## src/sv/dmss_pkg.sv

```systemverilog
`timescale 1ns / 1ps

package dmss_pkg;

    localparam int LetterWidth  = 5;
    localparam int AlphabetSize = 1 << LetterWidth;
    localparam int TableDepth   = AlphabetSize * AlphabetSize;
    localparam int AddrWidth    = 2 * LetterWidth;
    localparam int EntryWidth   = 16;

    localparam int SumWidth     = 31;
    localparam int PosWidth     = 17;
    localparam int StartWidth   = 16;

    localparam logic [PosWidth-1:0] MaxDiagLen = PosWidth'(65536);
    localparam logic [SumWidth-1:0] SumTop     = {SumWidth{1'b1}};

    localparam logic OpLoad = 1'b0;
    localparam logic OpPair = 1'b1;

    typedef struct packed {
        logic                         valid;
        logic                         last;
        logic signed [EntryWidth-1:0] score;
    } t_pair;

    typedef struct packed {
        logic [SumWidth-1:0]   best_score;
        logic [StartWidth-1:0] segment_start;
        logic [PosWidth-1:0]   segment_length;
    } t_result;

    // Count up, stop at the diagonal length limit.
    function automatic logic [PosWidth-1:0] sat_inc(input logic [PosWidth-1:0] v);
        return (v < MaxDiagLen) ? v + PosWidth'(1) : MaxDiagLen;
    endfunction

endpackage

```

## src/sv/dmss_scan.sv

```systemverilog
`timescale 1ns / 1ps

module dmss_scan (
    input  logic             i_clk,
    input  logic             i_rst_n,
    input  dmss_pkg::t_pair  i_pair,
    input  logic             i_advance,
    output dmss_pkg::t_result o_result
);

    logic [dmss_pkg::SumWidth-1:0]   r_run;
    logic [dmss_pkg::SumWidth-1:0]   r_best;
    logic [dmss_pkg::PosWidth-1:0]   r_suffix;
    logic [dmss_pkg::PosWidth-1:0]   r_cur;
    logic [dmss_pkg::StartWidth-1:0] r_bstart;
    logic [dmss_pkg::PosWidth-1:0]   r_blen;
    logic [dmss_pkg::PosWidth-1:0]   r_pos;

    logic [dmss_pkg::SumWidth-1:0]   n_run;
    logic [dmss_pkg::SumWidth-1:0]   n_best;
    logic [dmss_pkg::PosWidth-1:0]   n_suffix;
    logic [dmss_pkg::PosWidth-1:0]   n_cur;
    logic [dmss_pkg::StartWidth-1:0] n_bstart;
    logic [dmss_pkg::PosWidth-1:0]   n_blen;
    logic [dmss_pkg::PosWidth-1:0]   n_pos;

    logic signed [dmss_pkg::SumWidth+1:0] w_sum;
    logic [dmss_pkg::SumWidth-1:0]        w_sat;
    logic                                 w_neg;
    logic                                 w_pos;
    logic                                 w_gt_best;

    assign w_sum = $signed({2'b00, r_run})
                 + $signed({{(dmss_pkg::SumWidth + 2 - dmss_pkg::EntryWidth)
                              {i_pair.score[dmss_pkg::EntryWidth-1]}}, i_pair.score});

    assign w_neg     = w_sum[dmss_pkg::SumWidth+1];
    // Clamp at the top of the 31-bit range.
    assign w_sat     = (!w_neg && w_sum[dmss_pkg::SumWidth]) ? dmss_pkg::SumTop
                                                             : w_sum[dmss_pkg::SumWidth-1:0];
    assign w_pos     = !w_neg && (w_sum[dmss_pkg::SumWidth:0] != '0);
    assign w_gt_best = !w_neg && (w_sat > r_best);

    always_comb begin
        n_run    = r_run;
        n_best   = r_best;
        n_suffix = r_suffix;
        n_cur    = r_cur;
        n_bstart = r_bstart;
        n_blen   = r_blen;
        n_pos    = dmss_pkg::sat_inc(r_pos);
        priority if (w_gt_best) begin
            n_run    = w_sat;
            n_best   = w_sat;
            n_bstart = r_suffix[dmss_pkg::StartWidth-1:0];
            n_cur    = dmss_pkg::sat_inc(r_cur);
            n_blen   = dmss_pkg::sat_inc(r_cur);
        end else if (w_pos) begin
            n_run    = w_sat;
            n_cur    = dmss_pkg::sat_inc(r_cur);
        end else begin
            // Restart the segment after this pair.
            n_run    = '0;
            n_suffix = dmss_pkg::sat_inc(r_pos);
            n_cur    = '0;
        end
    end

    assign o_result.best_score     = n_best;
    assign o_result.segment_start  = n_bstart;
    assign o_result.segment_length = n_blen;

    always_ff @(posedge i_clk) begin
        if (!i_rst_n) begin
            r_run    <= '0;
            r_best   <= '0;
            r_suffix <= '0;
            r_cur    <= '0;
            r_bstart <= '0;
            r_blen   <= '0;
            r_pos    <= '0;
        end else if (i_pair.valid && i_advance) begin
            if (i_pair.last) begin
                r_run    <= '0;
                r_best   <= '0;
                r_suffix <= '0;
                r_cur    <= '0;
                r_bstart <= '0;
                r_blen   <= '0;
                r_pos    <= '0;
            end else begin
                r_run    <= n_run;
                r_best   <= n_best;
                r_suffix <= n_suffix;
                r_cur    <= n_cur;
                r_bstart <= n_bstart;
                r_blen   <= n_blen;
                r_pos    <= n_pos;
            end
        end
    end

endmodule

```

## config.mk

```make
export PLATFORM = sky130hd
export DESIGN_NAME = dmss_scan
export DESIGN_NICKNAME = d
export VERILOG_FILES = /design/src/sv/dmss_pkg.sv /design/src/sv/dmss_scan.sv
export SDC_FILE = /design/constraint.sdc
export NUM_CORES = 1
export LEC_CHECK = 0
export BUFFER_PORTS_ARGS = -buffer_cell sky130_fd_sc_hd__buf_2
export CORE_UTILIZATION = 60
export DETAILED_ROUTE_END_ITERATION = 6
export PLACE_DENSITY_LB_ADDON = 0.08
export SYNTH_ARGS = -nofsm -noshare
export SYNTH_HDL_FRONTEND = slang
export SYNTH_SLANG_ARGS = --single-unit
export TNS_END_PERCENT = 20
```

## constraint.sdc

```tcl
create_clock -name i_clk -period 7.1 [get_ports i_clk]
set_clock_uncertainty 0.1 [all_clocks]
set_input_delay 0 -clock i_clk [delete_from_list [all_inputs] [get_ports i_clk]]
set_output_delay 0 -clock i_clk [all_outputs]
set_load 0.01 [all_outputs]
```

# ---- Word-level counts from Yosys, hierarchy flattened
# Index checks and enable logic that the tools add are counted.
dict set report classes {
  reduce_logical 7
  n_eq_ne 2
  addsub 3
  n_mux 19
  order_cmp 3
}
# op count
set ops {}
lappend ops {{$mux 31} 6}
lappend ops {{$mux 17} 8}
lappend ops {{$mux 16} 5}
lappend ops {{$add 17x1->17 const B} 2}
lappend ops {{$lt 17x17->1 const B} 2}
lappend ops {{$add 32x16->33} 1}
lappend ops {{$reduce_bool 32->1} 1}
lappend ops {{$gt 31x31->1} 1}
lappend ops {{$logic_and 1x1->1} 4}
lappend ops {{$ne 2x2->1 const B} 2}
lappend ops {{$reduce_and 3->1} 1}
lappend ops {{$logic_not 1->1} 1}
dict set report word_totals {
  ff_bits 145
}

# ---- Logic depth before layout (Yosys ltp)
dict set report depth {
  depth_word 8
  depth_mapped 26
  mapped_depth_nobuf 23
}

# ---- Worst setup path before layout
# No wires, ideal clock.
dict set report synth_timing {
  path_kind {flip-flop to flip-flop}
  from {reg r_run[23] (netlist bit)}
  to {reg r_suffix[0] (netlist bit)}
  path_slack_ps 1452
  n_path_buf 3
  t_arrival_ps 5474
  period_less_slack_ps 5648
  stages_incl_launch_ff 24
  cell_sequence {dfxtp_1 ha_1 buf_2 a21oi_2 o21ai_1 nor2b_1 or4_4 o21a_1 o2111a_1 a211o_1 clkbuf_1 o21ai_0 ha_1 a211oi_1 o21ai_0 a221oi_1 o221ai_1 a21boi_0 a31oi_1 and4b_1 nand4_1 a21oi_4 buf_2 a2bb2oi_1}
}
dict set report synth_via {
  elab_chain_cells 8
  elab_cells_between_ends 11
}
# item line
set synth_rtl {}
lappend synth_rtl {{start: declaration} dmss_scan.sv:11} ;# logic [dmss_pkg::SumWidth-1:0] r_run;
lappend synth_rtl {{start signal: assignment} dmss_scan.sv:92} ;# r_run <= n_run;
lappend synth_rtl {{$add 32x16->33 *} dmss_scan.sv:34} ;# + $signed({{(dmss_pkg::SumWidth + 2 - dmss_pkg::EntryWidth)
lappend synth_rtl {{$logic_not 1->1} {dmss_scan.sv:39, dmss_scan.sv:41, dmss_scan.sv:42}}
lappend synth_rtl {{$logic_and 1x1->1} dmss_scan.sv:39} ;# assign w_sat = (!w_neg && w_sum[dmss_pkg::SumWidth]) ? dmss_pkg::SumTop
lappend synth_rtl {{$mux 31} dmss_scan.sv:39}
lappend synth_rtl {{$gt 31x31->1} dmss_scan.sv:42} ;# assign w_gt_best = !w_neg && (w_sat > r_best);
lappend synth_rtl {{$logic_and 1x1->1} dmss_scan.sv:42}
lappend synth_rtl {{$ne 2x2->1 (no line)} --}
lappend synth_rtl {{$reduce_and 3->1 (no line) *} --}
lappend synth_rtl {{end signal: assignment} dmss_scan.sv:94} ;# r_suffix <= n_suffix;
lappend synth_rtl {{end: declaration} dmss_scan.sv:13} ;# logic [dmss_pkg::PosWidth-1:0] r_suffix;
# Every way passes the cells marked *; elsewhere a longest branch is shown, timed or not.
# A chain may end at the register's enable or synchronous reset.

==> impl_metrics.json <==
{
  "fin_nets": 1308,
  "wl_mm": 27.04,
  "gp_congestion": 0.9659,
  "io_pins": 85,
  "htreeDepth": 4,
  "worstSetupStartpointType": "flip-flop",
  "max_freq_ghz": 0.1468,
  "dieHeight_um": 126.9,
  "instances_no_fill": 1422,
  "dieArea_um2": 16100,
  "core-area_um2": 15200,
  "final_util": 0.6941,
  "timing.final.setup_violations": 0,
  "clk_latency_ns": 0.43,
  "end_kind": "output port",
  "syn_to_final_growth_pct": 12.74,
  "syn_avg_cell_area_um2": 7.999,
  "yosys_warnings": 0,
  "synth_ff_type": "dfxtp_1",
  "slew_viol_final": 0,
  "hp-start": "i_pair[6]",
  "dp_hpwl_mm": 18.23,
  "hold_viol": 0,
  "synth_edf_count": 0,
  "cts_root_buf": "clkbuf_16",
  "synth_nets": 1257,
  "fillers": 1268,
  "period_needed_ns": 6.813,
  "dr.pass1.iters": 5,
  "r2r-start": "r_run[0]",
  "rows": 45,
  "die_w_um": 126.9,
  "yosysSeqAreaShare": 0.3102,
  "drv_cap": 0,
  "p_clk_frac": 0.423,
  "timing.final.crit_share": 0.9596,
  "netSwitchingFraction": 0.3050,
  "cts_buffers": 17,
  "worstSetupPathType": "reg -> out",
  "antenna_cells": 0,
  "pwr-share-seq": 0.386,
  "port_buffers": 84,
  "start_util": 0.6156,
  "crit_fanout": 18,
  "drc": 0,
  "grt_max_degree": 72,
  "reg2reg_depth": 23,
  "drive_above_1_share": 0.1524,
  "grt_pass1_vias": 7989,
  "relSlewSlack": 0.3186,
  "ys_types": 65,
  "vias": 9111,
  "wl_per_cell_um": 19.01,
  "synthCells": 1170,
  "powerDensity_nw_per_um2": 206.8,
  "min_to": "r_best[6]",
  "regArea_um2": 2903,
  "ys_ff_latch": 145,
  "intPower_mw": 1.516,
  "hold_depth": 5,
  "status": "complete, no violations",
  "tightest_slew_ns": 1.011,
  "synth_top_area_frac": 0.3102,
  "ant_nets": 0,
  "multi_input_area_um2": 5976,
  "rrSetupSlack_ns": 0.40,
  "vdd_drop_max_uv": 176.5,
  "overflow": 0,
  "synth_area_um2": 9359,
  "hold_class": "in -> reg",
  "cp-startpoint": "r_run[0]",
  "fin_hold_ws_ns": 0.1645,
  "viasPerCell": 6.407,
  "track_usage": 0.3287,
  "worstPathArrival_ns": 6.71,
  "ys_top_cells_by_area": "dfxtp_1 31%, ha_1 8.7%, a22o_1 5.6%",
  "synth_area_leader_cell": "dfxtp_1",
  "p_switching_mw": 0.6656,
  "timing.critical_path.required_ns": 7.00,
  "clockBufferDepth": 2,
  "pwr-share-comb": 0.190,
  "grt_pass1_wl_mm": 41.80,
  "antenna_found_initial": 0,
  "p_leak_nw": 4.323,
  "cts.sinks": 145,
  "cts_tree": "yes",
  "dp_cells": 1381,
  "drtIter0Drc": 986,
  "rr_endpoint": "r_suffix[15]",
  "clk_pin_slew_worst_paths_ns": 0.07,
  "synthArstFlopShare": 0
}
what timing repair did:
item / CTS / global route
hold endpoints to repair: 24 / 0
setup endpoints to repair: 0 / 122
buffers inserted: 0 / 4
resized for setup: 0 / 13
hold buffers: 3 / 0
synth_stat cells (3+ instances only):
cell type,n
a22oi_1,4
o41ai_1,3
dfxtp_1,145
o211ai_1,6
o21ai_0,99
inv_1,50
or2_2,6
nor3_1,13
buf_2,17
nand4_1,21
a31oi_1,9
o211a_1,6
clkbuf_1,52
nand2b_1,5
mux2_2,29
a22o_1,60
o21a_1,12
xor2_1,25
nor2b_1,9
o21bai_1,6
nand2_1,131
nor4_1,3
nand3_1,30
a32oi_1,43
and3_1,10
a2bb2oi_1,11
mux2i_1,7
buf_4,5
nor2_1,124
xnor2_1,17
and2_1,5
and4b_1,3
ha_1,65
a21o_1,12
a21oi_1,60
o21ai_1,4
o31ai_1,3
o2bb2ai_1,5
or3_1,13
a211oi_1,6
worst max-delay path, cell delays in order, from the launching register on:
cell       delay, ns
dfxtp_1         0.34
ha_1            0.20
inv_1           0.06
fa_1            0.39
nand2b_1        0.19
a21oi_2         0.27
o211a_1         0.25
o211a_1         0.23
o21a_1          0.21
o21ai_1         0.13
a211o_2         0.41
o21ai_0         0.44
ha_1            0.34
a211oi_1        0.22
o21ai_0         0.11
a221oi_1        0.36
o221ai_1        0.25
a21boi_1        0.20
a31oi_2         0.53
a2111oi_4       0.11
buf_4           0.19
buf_4           0.14
buf_6           0.17
o21ai_0         0.32
buf_2           0.20
per-layer routing:
metal	share of wire	GRT usage	vias up
li1	-	-	4397
met1	0.47	0.4820	4295
met2	0.43	0.4890	381
met3	0.078	0.06284	38
met4	0.017	0.08824	0
met5	0	0	-
metrics by stage:
step | worst slack [ns] | setup TNS, ns | total power, mW | cell area, um^2
after floorplan | 1.452 | 0 | 1.126 | 9359
after global placement | 0.3053 | 0 | 1.243 | 9844
after detailed placement | 0.2688 | 0 | 1.247 | 9844
after CTS | 0.1924 | 0 | 2.161 | 10470
after global routing | -0.004063 | -0.004063 | 2.266 | 10550
final | 0.2872 | 0 | 2.182 | 10550
power groups by stage:
stage	clock [mW]	combinational, mW	sequential (mW)
floorplan	0	0.269	0.857
global placement	0	0.383	0.860
detailed placement	0	0.387	0.860
CTS	0.927	0.391	0.843
global route	0.968	0.454	0.844
finish	0.924	0.415	0.843
area by class of cell:
| type | count | area share |
|---|---|---|
| Clock buffer | 19 | 0.04198 |
| Clock inverter | 13 | 0.01411 |
| Inverter | 50 | 0.01779 |
| Multi-Input combinational cell | 899 | 0.5663 |
| Sequential cell | 145 | 0.2751 |
| Tap cell | 188 | 0.02229 |
| Timing Repair Buffer | 108 | 0.06237 |
placed cells by master, fill, tap and decap left out, types with 12 or more instances in the layout:
cell type	instances
or3_1	13
ha_1	65
inv_1	49
o21ai_0	95
nor3_1	12
dfxtp_1	145
xnor2_1	17
buf_2	84
nand4_1	21
clkbuf_16	18
a21oi_1	59
a22o_1	60
mux2_2	29
a32oi_1	43
a21o_1	12
buf_4	16
o21a_1	12
nand3_1	30
nor2_1	122
xor2_1	25
nand2_1	129
logic make-up after synthesis:
kind of cell | after synthesis | share of synthesized area
buf+inv | 126 | 0.05562
compound gates | 369 | 0.2745
fa+ha+maj | 66 | 0.08904
simple gates | 386 | 0.1890
mux | 36 | 0.04238
flops | 145 | 0.3102
xor+xnor | 42 | 0.03930
registers in the layout, indices dropped and copies added, names as in the netlist:
register	count
r_best	31
r_run	31
r_blen	17
r_cur	17
r_pos	17
r_bstart	16
r_suffix	16
worst max path at each step:
stage                        end  slack [ns]  depth (start not counted)
floorplan            r_suffix[0]        1.45                         23
global placement    r_suffix[15]        0.31                         22
detailed placement   r_suffix[4]        0.27                         22
CTS                 r_suffix[15]        0.19                         23
global route        o_result[38]      -0.004                         24
finish              o_result[56]        0.29                         24
Power figures use the tool's default switching activity.
